**config.mk**
```make
export PLATFORM = sky130hd
export DESIGN_NAME = flag_stuffed_frame_encoder_xor_flat
export DESIGN_NICKNAME = d
export VERILOG_FILES = /design/src/hw/rtl/fsfe_pkg.sv /design/src/hw/rtl/fsfe_if.sv /design/src/hw/rtl/fsfe_expand.sv /design/src/hw/rtl/fsfe_serial.sv /design/src/hw/rtl/flag_stuffed_frame_encoder_xor.sv /design/src/flat_wrapper.sv
export VERILOG_INCLUDE_DIRS = /design/src /design/src/hw/rtl
export SDC_FILE = /design/constraint.sdc
export NUM_CORES = 1
export LEC_CHECK = 0
export ABC_CLOCK_PERIOD_IN_PS = 8700
export CAP_MARGIN = 30
export CORE_MARGIN = 3
export CORE_UTILIZATION = 25
export DETAILED_ROUTE_END_ITERATION = 16
export DONT_BUFFER_PORTS = 1
export GPL_ROUTABILITY_DRIVEN = 0
export HOLD_SLACK_MARGIN = 0.1
export PLACE_DENSITY = 0.36
export SYNTH_ARGS = -nofsm -noshare
export SYNTH_HDL_FRONTEND = slang
export SYNTH_SLANG_ARGS = --single-unit
```
**constraint.sdc**
```tcl
create_clock -name clk -period 8.7 [get_ports clk]
set_input_delay 0 -clock clk [delete_from_list [all_inputs] [get_ports clk]]
set_output_delay 0 -clock clk [all_outputs]
set_load 0.005 [all_outputs]
```
**src/hw/rtl/flag_stuffed_frame_encoder_xor_assert.svh**
```systemverilog
// assertion macros used by the framer top level
`ifndef FLAG_STUFFED_FRAME_ENCODER_XOR_ASSERT_SVH
`define FLAG_STUFFED_FRAME_ENCODER_XOR_ASSERT_SVH

`ifndef NO_ASSERTIONS

// same-cycle implication
`define FSFE_ASSERT_IMPLIES(label, clk, rst, ante, cons) \
  label: assert property (@(posedge clk) disable iff (rst) (ante) |-> (cons)) \
    else $error("%m: same-cycle check failed");

// next-cycle implication
`define FSFE_ASSERT_NEXT(label, clk, rst, ante, cons) \
  label: assert property (@(posedge clk) disable iff (rst) (ante) |=> (cons)) \
    else $error("%m: next-cycle check failed");

`else

`define FSFE_ASSERT_IMPLIES(label, clk, rst, ante, cons)
`define FSFE_ASSERT_NEXT(label, clk, rst, ante, cons)

`endif

`endif

```
**src/hw/rtl/fsfe_pkg.sv**
```systemverilog
// constants, types and escape helpers for the flag-stuffed framer
package fsfe_pkg;

  localparam logic [7:0] FLAG_BYTE   = 8'h7E;
  localparam logic [7:0] ESC_BYTE    = 8'h7D;
  localparam logic [7:0] ESC_FLAG_LO = 8'h5E;
  localparam logic [7:0] ESC_ESC_LO  = 8'h5D;

  localparam int BurstMax = 6;

  typedef logic [2:0] idx_t;

  // all line bytes caused by one request
  typedef struct packed {
    logic [BurstMax-1:0][7:0] data;
    idx_t                     last_idx;
    logic                     closes;
  } burst_t;

  function automatic logic needs_esc(input logic [7:0] b);
    return (b == FLAG_BYTE) || (b == ESC_BYTE);
  endfunction

  function automatic logic [7:0] esc_lo(input logic [7:0] b);
    return (b == FLAG_BYTE) ? ESC_FLAG_LO : ESC_ESC_LO;
  endfunction

endpackage

```
**src/hw/rtl/fsfe_if.sv**
```systemverilog
// valid/ready channel interfaces for payload input and line output
interface fsfe_in_if;
  logic       valid;
  logic       ready;
  logic [7:0] payload_byte;
  logic       payload_end;

  modport source (output valid, output payload_byte, output payload_end, input ready);
  modport sink (input valid, input payload_byte, input payload_end, output ready);
endinterface

interface fsfe_out_if;
  logic       valid;
  logic       ready;
  logic [7:0] line_byte;
  logic       run_last;
  logic       frame_done;

  modport source (output valid, output line_byte, output run_last, output frame_done,
                  input ready);
  modport sink (input valid, input line_byte, input run_last, input frame_done,
                output ready);
endinterface

```
**src/hw/rtl/fsfe_expand.sv**
```systemverilog
// frame state and expansion of one payload byte into its registered line-byte burst
module fsfe_expand (
  input  logic            clk,
  input  logic            rst,
  fsfe_in_if.sink         payload,
  output logic            burst_valid,
  output fsfe_pkg::burst_t burst,
  input  logic            burst_take
);
  import fsfe_pkg::*;

  logic [7:0] check;
  logic       frame_open;
  logic       accept;
  logic [7:0] check_next;
  burst_t     burst_next;
  idx_t       k;

  assign payload.ready = !burst_valid || burst_take;
  assign accept        = payload.valid && payload.ready;
  assign check_next    = check ^ payload.payload_byte;

  always_comb begin
    k          = '0;
    burst_next = '0;
    if (!frame_open) begin
      burst_next.data[k] = FLAG_BYTE;
      k = k + 3'd1;
    end
    if (needs_esc(payload.payload_byte)) begin
      burst_next.data[k]        = ESC_BYTE;
      burst_next.data[k + 3'd1] = esc_lo(payload.payload_byte);
      k = k + 3'd2;
    end else begin
      burst_next.data[k] = payload.payload_byte;
      k = k + 3'd1;
    end
    if (payload.payload_end) begin
      if (needs_esc(check_next)) begin
        burst_next.data[k]        = ESC_BYTE;
        burst_next.data[k + 3'd1] = esc_lo(check_next);
        k = k + 3'd2;
      end else begin
        burst_next.data[k] = check_next;
        k = k + 3'd1;
      end
      burst_next.data[k] = FLAG_BYTE;
      k = k + 3'd1;
    end
    burst_next.last_idx = k - 3'd1;
    burst_next.closes   = payload.payload_end;
  end

  always_ff @(posedge clk) begin
    if (rst) begin
      burst_valid <= 1'b0;
      check       <= 8'h00;
      frame_open  <= 1'b0;
    end else if (accept) begin
      burst_valid <= 1'b1;
      check       <= payload.payload_end ? 8'h00 : check_next;
      frame_open  <= !payload.payload_end;
    end else if (burst_take) begin
      burst_valid <= 1'b0;
    end
  end

  always_ff @(posedge clk) begin
    if (accept) begin
      burst <= burst_next;
    end
  end

endmodule

```
**src/hw/rtl/fsfe_serial.sv**
```systemverilog
// serializer that walks one burst out onto the line a byte per cycle while line.ready is high
module fsfe_serial (
  input  logic             clk,
  input  logic             rst,
  input  logic             burst_valid,
  input  fsfe_pkg::burst_t burst,
  output logic             burst_take,
  fsfe_out_if.source       line
);
  import fsfe_pkg::*;

  burst_t cur;
  logic   cur_valid;
  idx_t   idx;
  logic   at_last;
  logic   line_take;

  assign at_last    = (idx == cur.last_idx);
  assign line_take  = line.valid && line.ready;
  assign burst_take = burst_valid && (!cur_valid || (line_take && at_last));

  assign line.valid      = cur_valid;
  assign line.line_byte  = cur.data[idx];
  assign line.run_last   = at_last;
  assign line.frame_done = at_last && cur.closes;

  always_ff @(posedge clk) begin
    if (rst) begin
      cur_valid <= 1'b0;
      idx       <= '0;
    end else if (burst_take) begin
      cur_valid <= 1'b1;
      idx       <= '0;
    end else if (line_take) begin
      if (at_last) begin
        cur_valid <= 1'b0;
      end else begin
        idx <= idx + 3'd1;
      end
    end
  end

  always_ff @(posedge clk) begin
    if (burst_take) begin
      cur <= burst;
    end
  end

endmodule

```
**src/hw/rtl/flag_stuffed_frame_encoder_xor.sv**
```systemverilog
// top level of the flag-delimited byte-stuffed framer with xor check byte
//
//   channel   dir  fields                              request when
//   payload   in   payload_byte[7:0], payload_end      valid && ready
//   line      out  line_byte[7:0], run_last,           valid && ready
//                  frame_done
//
// each request becomes a burst of 1 to 6 line bytes, held in the burst register
// the line side sends one byte per cycle while line.ready is high; a burst holds
// just one byte for a plain byte inside an open frame
// a second request is held in the burst register while the serializer drains
// rst is synchronous and active high; it drops any open frame and pending bytes
// a stall on line holds the current byte and backs up into payload.ready
`include "flag_stuffed_frame_encoder_xor_assert.svh"

module flag_stuffed_frame_encoder_xor (
  input  logic       clk,
  input  logic       rst,
  fsfe_in_if.sink    payload,
  fsfe_out_if.source line
);
  import fsfe_pkg::*;

  logic   burst_valid;
  burst_t burst;
  logic   burst_take;

  fsfe_expand u_expand (
    .clk         (clk),
    .rst         (rst),
    .payload     (payload),
    .burst_valid (burst_valid),
    .burst       (burst),
    .burst_take  (burst_take)
  );

  fsfe_serial u_serial (
    .clk         (clk),
    .rst         (rst),
    .burst_valid (burst_valid),
    .burst       (burst),
    .burst_take  (burst_take),
    .line        (line)
  );

  // closing flag is always the final byte of its burst
  `FSFE_ASSERT_IMPLIES(a_done_is_flag, clk, rst, line.valid && line.frame_done, line.run_last && (line.line_byte == FLAG_BYTE))
  // a waiting burst stays put until the serializer loads it
  `FSFE_ASSERT_NEXT(a_burst_held, clk, rst, burst_valid && !burst_take, burst_valid && $stable(burst))
  // a new burst loads only into an empty serializer or on its last byte
  `FSFE_ASSERT_IMPLIES(a_load_clean, clk, rst, burst_take, !line.valid || (line.ready && line.run_last))

endmodule

```
**src/flat_wrapper.sv**
```systemverilog
// flat-port wrapper written by rule: the top's interface ports become plain ports
module flag_stuffed_frame_encoder_xor_flat import fsfe_pkg::*;
  (clk, rst, payload_valid, payload_payload_byte, payload_payload_end, payload_ready, line_valid, line_line_byte, line_run_last, line_frame_done, line_ready);
  fsfe_in_if payload_i ();
  fsfe_out_if line_i ();
  input  logic clk;
  input  logic rst;
  input wire logic [$bits(payload_i.valid)-1:0] payload_valid;
  input wire logic [$bits(payload_i.payload_byte)-1:0] payload_payload_byte;
  input wire logic [$bits(payload_i.payload_end)-1:0] payload_payload_end;
  output wire logic [$bits(payload_i.ready)-1:0] payload_ready;
  output wire logic [$bits(line_i.valid)-1:0] line_valid;
  output wire logic [$bits(line_i.line_byte)-1:0] line_line_byte;
  output wire logic [$bits(line_i.run_last)-1:0] line_run_last;
  output wire logic [$bits(line_i.frame_done)-1:0] line_frame_done;
  input wire logic [$bits(line_i.ready)-1:0] line_ready;
  assign payload_i.valid = payload_valid;
  assign payload_i.payload_byte = payload_payload_byte;
  assign payload_i.payload_end = payload_payload_end;
  assign payload_ready = payload_i.ready;
  assign line_valid = line_i.valid;
  assign line_line_byte = line_i.line_byte;
  assign line_run_last = line_i.run_last;
  assign line_frame_done = line_i.frame_done;
  assign line_i.ready = line_ready;
  flag_stuffed_frame_encoder_xor u_core (.clk(clk), .rst(rst), .payload(payload_i), .line(line_i));
endmodule
```
# Yosys cells after proc, flatten, opt, wreduce, memory -nomap -nowiden
# Cells that the tools add are included.
# word_totals
ramBits,0
mem_count,0
latch_bits,0
output_inout_bits,12
register_bits,118
romBits,0
word_cells,112
# classes
magnitude_cmp,11
shift,0
bitwise,11
div,0
n_reduce_logical,23
n_addsub,7
eq_ne,5
mul,0
n_mux,34
# ops
operator,n
48-bit bitwise mux,4
48-bit two-way mux,4
8-bit demux with 3-bit select,5
36-bit OR,2
8-bit two-way mux,7
12-bit inverter,3
6-bit by 36-bit OR with 36-bit output,1
"8-bit by 7-bit equality test with 1-bit output, second input constant",4
12-bit bitwise AND,2
8-bit binary-select mux with 3-bit select,1
"3-bit by 4-bit less-than comparator with 1-bit output, second input constant",6
"3-bit by 1-bit greater-or-equal comparator with 1-bit output, second input constant",5
"3-bit by 1-bit adder with 3-bit output, second input constant",4
1-bit by 12-bit bitwise AND with 12-bit output,1
3-bit two-way mux,4
1-bit logical AND,10
8-bit bitwise XOR,1
7-bit two-way mux,1
"3-bit by 2-bit adder with 3-bit output, second input constant",2
1-bit two-way mux,6
2-bit nonzero test,3
1-bit logical OR,4
2-bit two-way mux,2
2-bit AND reduction,2
other kinds (5),7

# Longest topological paths before layout
# Gate-level depths: netlist of the first run.
# depth
depth_word,15
depth_mapped,12
depth_no_buf,10

# Modules after synthesis
# Synthesis of the first run repeated with hierarchy kept, for this count alone.
# hier_totals
cells_unflattened,449
hier_area_um2,5471.5
# modules_own_cells
module,instances,seq_area_each_um2,cells_per_inst,area_each_um2
fsfe_expand,1,1521.5,332,3290.7
fsfe_serial,1,1641.6,117,2180.8

# Worst setup path before layout of the first run
# No wires, ideal clock.
# synth_path
path_type,register -> register
from,register u_core.u_expand.frame_open
to,register u_core.u_expand.burst[3] (netlist name)
arrival_ns,2.591
path_stages_with_launch,10
setup_ns,0.265
path_slack_ns,5.844
path_cell_list,dfxtp_1 clkbuf_1 clkinv_1 ha_1 clkbuf_1 xnor2_1 ha_1 mux2_2 ha_1 xor2_1
# synth_rtl
element,line,rtl
from (decl),fsfe_expand.sv:13,logic frame_open;
from (signal assigned),fsfe_expand.sv:62,frame_open <= !payload.payload_end;

# Final worst setup path of the first run
# layout_path
from,register u_core.u_serial.idx[1]
to,register u_core.u_expand.check[3]
# layout_via
elab_chain_len,6
# layout_rtl
element,line,rtl
from (decl),fsfe_serial.sv:14,idx_t idx;
from (signal assigned),fsfe_serial.sv:38,idx <= idx + 3'd1;
3-bit equality test,fsfe_serial.sv:18,assign at_last = (idx == cur.last_idx);
1-bit logical AND,fsfe_serial.sv:20,assign burst_take = burst_valid && (!cur_valid || (line_take && at_last));
1-bit logical OR,fsfe_serial.sv:20,
1-bit logical AND,fsfe_serial.sv:20,
1-bit logical OR,fsfe_expand.sv:19,assign payload.ready = !burst_valid || burst_take;
1-bit logical AND,fsfe_expand.sv:20,assign accept = payload.valid && payload.ready;
to (signal assigned),fsfe_expand.sv:61,check <= payload.payload_end ? 8'h00 : check_next;
to (decl),fsfe_expand.sv:12,logic [7:0] check;
# No other way between the ends.
# A chain may end at the register's enable or synchronous reset.

==> impl_metrics.ini, run 1 <==
[synth]
ys_seq_elements = 102
synthesis.area_sq_mm = 0.00497
synth_sequential_area_ratio_pct = 58.8
synth_enable_flop_cells = 88
synth_area_per_cell_sq_um = 12.0
post_synth_inst_count = 415
mapped_nets = 439
synth_flop_cell = sky130_fd_sc_hd__edfxtp_1
synth_cell_types = 58
async_sr_flop_fraction_pct = 0
synth.yosys.warnings = 0

[worst_setup_path]
cell_depth_of_the_worst_flop_to_flop_path = 8
worst-r2r-setup-slack_ns = 5.27
worstPathRequired_ns = 8.99
crit_arrival_ns = 3.72
r2r_start = u_core.u_serial.idx[1]
critical_path.startpoint = u_core.u_serial.idx[1]
crit_slowest_cell = sky130_fd_sc_hd__dfxtp_1
setup.worst_path.end_class = flop
timing.critical_path.to = u_core.u_expand.check[3]
crit_reg_reg_endpoint = u_core.u_expand.check[3]
crit_path_max_fanout = 12
critical_path.max_stage_delay_ns = 0.78
timing_worst_setup_path_type = reg2reg
crit_path_frequent_cell = sky130_fd_sc_hd__dlygate4sd3_1
timing.critical_path.cells = xnor2_1 > a41oi_1 > buf_4 > nor2_1 > nand3_1 > dlygate4sd3_1 > a21oi_1 > dlygate4sd3_1
cp-start-kind = flop

[sta]
finalHoldViolCount = 0
tns_ns = 0
maxClockFrequency_mhz = 292
timing.clock.skew_ns = 0.00574
report.final.slew_viol_count = 0
post-route-min-period_ns = 3.43
grt_setup_unrepaired = false
period_share_pct = 39.4
number_of_setup_violations_in_the_final_report = 0
max_slew.worst_pin.slew_ns = 0.873
relSlewSlack_pct = 41.6

[grt]
grt_start_max_net_pins = 45
first_pass_grt_wire_length_mm = 19.4
grt-ovfl-total = 0
vias_in_the_first_global_route = 3243
antenna_found_initial = 0
total_track_usage_pct = 11.6

[pwr]
overall_power_mw = 1.10
leakagePower_nw = 1.94
power.density_cell_area_mw_per_mm2 = 189
worst_ir_drop_vdd_v = 0.0000918

[clock_network]
cells_resized_by_post_cts_repair = 0
htree_num_levels = 3
clk-insertion-delay-late_ns = 0.35
cts.sink_count = 102
clock_tree_from_tritoncts = built
clock_tree.root_cell = sky130_fd_sc_hd__clkbuf_16
max-clock-path-buffers = 2
cts_made_buffers = 9
clkSlewWorstSetupHoldPaths_ns = 0.07

[die]
chipHeight_microns = 147
fp-row-count = 50
top_level_port_count = 25
die_w_microns = 147
fp.coreArea_sq_mm = 0.0191
initial_core_util_pct = 26.0
die_area_sq_mm = 0.0216

[flow_run]
max-cap-violations = 0

[status]
run_status = complete, no violations

[finish]
layout.cells.most_common = sky130_fd_sc_hd__edfxtp_1
nFillCells = 2019
area_growth_syn_to_layout_pct = 17.1
num_antenna_cells = 0
final_cell_mix = sky130_fd_sc_hd__edfxtp_1 (88), sky130_fd_sc_hd__a21oi_1 (31), sky130_fd_sc_hd__nor2_1 (29), sky130_fd_sc_hd__dlygate4sd3_1 (29), sky130_fd_sc_hd__o21ai_0 (21)
design_area_sq_mm = 0.00582
fraction_of_layout_cells_with_a_size_suffix_above_1_pct = 9.82
fin_nets = 457

[detailed_routing]
detailedRoute.firstPassIterationCount = 5
route.detailed.wl_per_inst_microns = 17.6
wirelength_mm = 12.3
antenna_violating_nets_post_route = 0
drc_errors = 0
routed_via_density = 4.76
detailroute.via_count = 3323
dr.first_iter.drc_count = 236

[placed_design]
count_of_buffers_inserted_at_the_top_level_ports = 0
placement_cell_area_sq_mm = 0.00523
dp_hpwl_mm = 8.65

[worst_hold_path]
min-delay-start = payload_payload_byte[4]
worstHoldPathType = in2reg
==> critical path, delay by kind of cell, from the launching register on <==
kind | cells | cell delay [ns]
buf+inv | 3 | 1.38
xor+xnor | 1 | 0.22
compound gates | 2 | 0.34
flops | 1 | 0.78
simple gates | 2 | 0.66
==> synthesized netlist by cell type, types with 3 or more instances <==
master / instances / share of area, %
sky130_fd_sc_hd__o21ai_0: 21 / 2.1
sky130_fd_sc_hd__clkbuf_1: 15 / 1.1
sky130_fd_sc_hd__nor2b_1: 3 / 0.38
sky130_fd_sc_hd__nand2b_1: 6 / 0.75
sky130_fd_sc_hd__nor2_1: 29 / 2.2
sky130_fd_sc_hd__mux4_2: 8 / 3.6
sky130_fd_sc_hd__o22ai_1: 9 / 1.1
sky130_fd_sc_hd__nand2_1: 19 / 1.4
sky130_fd_sc_hd__and2_1: 6 / 0.75
sky130_fd_sc_hd__mux2i_1: 6 / 1.2
sky130_fd_sc_hd__nand3b_1: 6 / 0.91
sky130_fd_sc_hd__a31oi_1: 6 / 0.75
sky130_fd_sc_hd__nor4_1: 5 / 0.63
sky130_fd_sc_hd__a21o_1: 6 / 0.91
sky130_fd_sc_hd__ha_1: 11 / 2.8
sky130_fd_sc_hd__and3_1: 4 / 0.50
sky130_fd_sc_hd__o21a_1: 3 / 0.45
sky130_fd_sc_hd__nand4_1: 5 / 0.63
sky130_fd_sc_hd__inv_1: 20 / 1.5
sky130_fd_sc_hd__a211oi_1: 5 / 0.75
sky130_fd_sc_hd__nand3_1: 15 / 1.5
sky130_fd_sc_hd__edfxtp_1: 88 / 53
sky130_fd_sc_hd__xnor2_1: 12 / 2.1
sky130_fd_sc_hd__buf_2: 10 / 1.0
sky130_fd_sc_hd__dfxtp_1: 14 / 5.6
sky130_fd_sc_hd__xor2_1: 9 / 1.6
sky130_fd_sc_hd__a21oi_1: 31 / 3.1
sky130_fd_sc_hd__nor3_1: 6 / 0.60
==> metal layers <==
metal / wire (microns) / up-vias / track usage (%)
li1: - / 1588 / -
met1: 6290 / 1647 / 17.2
met2: 5400 / 79 / 17.2
met3: 465 / 9 / 2.31
met4: 161 / 0 / 3.63
met5: 0 / - / 0
==> flip-flops by register name, summed over array words and instances (netlist names) <==
name and count:
u_core.u_expand.burst_valid 1, u_core.u_expand.frame_open 1, u_core.u_serial.cur 44, u_core.u_expand.check 8
u_core.u_serial.line.valid 1, u_core.u_expand.burst 44, u_core.u_serial.idx 3
==> worst min-delay path by stage <==
stage	end	slack, ns	cells past startpoint
finish	u_core.u_expand.burst[16]	0.1	2
global route	u_core.u_expand.burst[11]	0.11	2
CTS	u_core.u_expand.burst[11]	0.10	2
detailed placement	u_core.u_serial.line.valid	0.07	1
global placement	u_core.u_serial.line.valid	0.07	1
floorplan	u_core.u_serial.line.valid	0.07	1
==> cell type report <==
cell class | instances | area (sq um) | area share, %
clock inverter | 7 | 80.1 | 1.38
timing repair buffer | 34 | 340 | 5.84
inverter | 21 | 78.8 | 1.35
multi-input combinational | 265 | 1850 | 31.8
tap | 260 | 325 | 5.59
sequential | 102 | 2920 | 50.2
clock buffer | 9 | 225 | 3.87
==> cell families (layout without fill, tap and decap cells) <==
family | Yosys count | in the layout | share of synthesized area [%]
AOI/OAI and AO/OA | 103 | 103 | 13.3
xor gates and xnor gates | 23 | 23 | 4.35
adders and majority gates | 11 | 11 | 2.77
buffers and inverters | 48 | 71 | 4.03
DFF | 102 | 102 | 58.8
muxes | 15 | 15 | 5.06
and+or+nand+nor | 113 | 113 | 11.8
==> stage by stage <==
stage | std cells | worst slack (ns) | utilization, % | hold WS, ns
6_report | 698 | 5.27 | 30.4 | 0.0979
5_1_grt | 698 | 5.02 | 30.4 | 0.107
4_1_cts | 698 | 5.24 | 30.4 | 0.102
3_5_place_dp | 653 | 5.47 | 27.3 | 0.0732
3_3_place_gp | 651 | 5.51 | 27.2 | 0.0708
2_1_floorplan | 415 | 5.84 | - | 0.0691
==> power breakdown <==
group          total (mW)  leakage (nW)  switching (mW)  internal (mW)
Combinational       0.114         0.840          0.0705         0.0433
Sequential          0.582         0.949          0.0123          0.569
Clock               0.406         0.148           0.180          0.226
Total                1.10          1.94           0.263          0.839
==> what timing repair did <==
action	4_1_cts	5_1_grt
hold buffers	29	0
hold endpoints to repair	47	0
setup buffers	0	0
Power figures use the tool's default switching activity.
==> inputs of run 2 (changes only) <==
Settings changed: ABC_AREA from default to 1, ABC_CLOCK_PERIOD_IN_PS 8700 to 3600.
Clock period 8.7 ns to 3.6 ns, I/O delays scaled along.
==> run 2 against run 1 <==
Net effect: largest cell class unchanged; first-iteration DRC count fell by 5.5%; synthesized cell count grew 28%; die area is 2.0% higher; sequential power up 140%; routed wire length grew 4.8%; largest power group unchanged; synthesized area increased by 2.0%; clock power rose by 130%; total power rose by 130%; combinational power rose by 130%; global-route usage rose by 0.67 points.
==> impl_metrics.ini, run 2 <==
[status]
run_status = complete, no violations

[pwr]
leakagePower_nw = 2.35
switching_power_summed_over_all_nets_uw = 657
clock_power_share_pct = 35.9
worst_ir_drop_vdd_v = 0.000210
power.density_cell_area_mw_per_mm2 = 445
seqPwrFrac_pct = 53.8
power.combinational.fraction_pct = 10.3
power.internal_mw = 1.93
sw_frac_of_total_pct = 25.4

[clock_network]
htree_num_levels = 3
clock_tree_from_tritoncts = built
cells_resized_by_post_cts_repair = 0
clkSlewWorstSetupHoldPaths_ns = 0.07
clock_tree.root_cell = sky130_fd_sc_hd__clkbuf_16
cts.sink_count = 102
max-clock-path-buffers = 2
cts_made_buffers = 9
clk-insertion-delay-late_ns = 0.35

[detailed_routing]
detailedRoute.firstPassIterationCount = 4
antenna_violating_nets_post_route = 0
dr.first_iter.drc_count = 223
routed_via_density = 4.37
route.detailed.wl_per_inst_microns = 15.8
wirelength_mm = 12.9
detailroute.via_count = 3567
drc_errors = 0

[finish]
largest_registers = u_core.u_expand.burst: 44 flops, u_core.u_serial.cur: 44 flops, u_core.u_expand.check: 8 flops
ff_latch_area_sq_mm = 0.00292
final_instance_count_without_filler_cells = 816
fraction_of_layout_cells_with_a_size_suffix_above_1_pct = 10.5
area_growth_syn_to_layout_pct = 14.5
multi_input_area_sq_mm = 0.00179
fin_nets = 570
nFillCells = 2066
final_cell_mix = sky130_fd_sc_hd__nand2_1 (146), sky130_fd_sc_hd__edfxtp_1 (88), sky130_fd_sc_hd__inv_1 (56), sky130_fd_sc_hd__nand3_1 (38), sky130_fd_sc_hd__nor2_1 (33)
final_core_utilization_pct = 29.5
num_antenna_cells = 0
layout.cells.most_common = sky130_fd_sc_hd__nand2_1
design_area_sq_mm = 0.00581

[synth]
synth_common_cells = sky130_fd_sc_hd__nand2_1 (146), sky130_fd_sc_hd__edfxtp_1 (88), sky130_fd_sc_hd__inv_1 (57), sky130_fd_sc_hd__nand3_1 (38), sky130_fd_sc_hd__nor2_1 (33)
synth_enable_flop_cells = 88
synth_cell_types = 35
synth-adder-area-share_pct = 2.71
muxShareOfSynthArea_pct = 0
synth_top_area_cell = sky130_fd_sc_hd__edfxtp_1
post_synth_inst_count = 531
mapped_nets = 555
synth_xor_xnor_area_share_pct = 0.691
dominant_combinational_cell_family_by_area_after_synthesis = simple AND/OR/NAND/NOR gates
synth.top_cells.by_area = sky130_fd_sc_hd__edfxtp_1 (52%), sky130_fd_sc_hd__nand2_1 (11%), sky130_fd_sc_hd__dfxtp_1 (5.5%)
yosys.cell_count.top_type = sky130_fd_sc_hd__nand2_1
synth.top_cell.area_share_pct = 52.1
synthesis.area_sq_mm = 0.00507
ys_seq_elements = 102
synth_simple_gate_area_share_pct = 22.9
synth.yosys.warnings = 0
synth_flop_cell = sky130_fd_sc_hd__edfxtp_1
compound_cell_area_share_of_the_yosys_netlist_pct = 8.90
async_sr_flop_fraction_pct = 0
synth_area_per_cell_sq_um = 9.55
synth_sequential_area_ratio_pct = 57.6

[grt]
grt_start_max_net_pins = 45
vias_in_the_first_global_route = 3596
antenna_found_initial = 0
total_track_usage_pct = 12.3
first_pass_grt_wire_length_mm = 20.7
grt-ovfl-total = 0

[placed_design]
dpl.cell_count = 784
placement_cell_area_sq_mm = 0.00535
count_of_buffers_inserted_at_the_top_level_ports = 0
dp_hpwl_mm = 9.27

[die]
fp-row-count = 51
fp.coreArea_sq_mm = 0.0197
chipHeight_microns = 148
initial_core_util_pct = 25.7
top_level_port_count = 25
die_area_sq_mm = 0.0220
die_w_microns = 148

[sta]
tns_ns = 0
grt_setup_unrepaired = false
relSlewSlack_pct = 59.2
maxClockFrequency_mhz = 333
finalHoldViolCount = 0
number_of_setup_violations_in_the_final_report = 0
report.final.slew_viol_count = 0
post-route-min-period_ns = 3.00
max_slew.worst_pin.slew_ns = 0.606
period_share_pct = 83.3
timing.clock.skew_ns = 0.0120

[flow_run]
max-cap-violations = 0

[worst_setup_path]
worstPathRequired_ns = 3.69
crit_arrival_ns = 3.09
crit_path_max_fanout = 12
timing_worst_setup_path_type = in2reg
setup.worst_path.end_class = flop
cp-start-kind = input port
cell_depth_of_the_worst_flop_to_flop_path = 11

[worst_hold_path]
min_path_cells = 5
worstHoldPathType = in2reg
-- run 2: timing repair --
| item | 4_1_cts | 5_1_grt |
|---|---|---|
| buffers inserted | 0 | 0 |
| endpoints found under the hold margin | 48 | 0 |
| hold buffers | 15 | 0 |
-- run 2: power groups by stage --
stage / clock [mW] / combinational [mW] / sequential [mW]
after floorplan: 0 / 0.180 / 1.41
after global placement: 0 / 0.239 / 1.42
after detailed placement: 0 / 0.240 / 1.42
after CTS: 0.966 / 0.267 / 1.39
after global routing: 1.01 / 0.303 / 1.40
final: 0.928 / 0.266 / 1.39
-- run 2: logic make-up after synthesis --
group | Yosys count
and+or+nand+nor | 252
DFF | 102
buffers and inverters | 85
AOI/OAI and AO/OA | 77
adders and majority gates | 11
xor gates and xnor gates | 4
-- run 2: cell type report --
class,instances,area share [%]
flip-flops and latches,102,50.3
multi-input cells,344,30.8
well taps,265,5.71
inverters,65,4.29
repair buffers,24,4.09
clock buffers,9,3.88
clock inverters,7,0.969
-- run 2: worst paths after layout --
| path | end | slack, ns | startpoint |
|---|---|---|---|
| worst min register to register | u_core.u_serial.cur[1] | 0.42 | u_core.u_expand.burst[1] |
| worst max-delay path | u_core.u_expand.burst[21] | 0.60 | payload_payload_byte[1] |
| worst max register to register | u_core.u_expand.burst[21] | 0.87 | u_core.u_expand.frame_open |
| worst min-delay path | u_core.u_expand.check[0] | 0.12 | payload_payload_byte[0] |
-- run 2: worst max-delay path, cell delays in order --
cell and delay (ns):
sky130_fd_sc_hd__dlygate4sd3_1 0.65, sky130_fd_sc_hd__nor2_1 0.13, sky130_fd_sc_hd__o21ai_2 0.34, sky130_fd_sc_hd__inv_1 0.15, sky130_fd_sc_hd__ha_1 0.39, sky130_fd_sc_hd__inv_1 0.36
sky130_fd_sc_hd__nand2_2 0.12, sky130_fd_sc_hd__nand2_4 0.09, sky130_fd_sc_hd__inv_1 0.06, sky130_fd_sc_hd__ha_1 0.21, sky130_fd_sc_hd__nor2_1 0.26, sky130_fd_sc_hd__inv_1 0.11
sky130_fd_sc_hd__a21oi_1 0.13, sky130_fd_sc_hd__a21oi_1 0.09
-- run 2: routing by layer --
layer	track usage (%)	up-vias	wire, microns
li1	-	1812	-
met1	17.2	1677	6420
met2	19.1	63	5780
met3	2.96	15	525
met4	3.51	0	179
met5	0	-	0
-- run 2: stage by stage --
step	hold WS [ns]	setup slack, ns	power (mW)
2_1_floorplan	0.0691	1.14	1.59
3_3_place_gp	0.0720	0.943	1.66
3_5_place_dp	0.0736	0.858	1.66
4_1_cts	0.113	0.605	2.62
5_1_grt	0.151	0.340	2.71
6_report	0.118	0.601	2.58
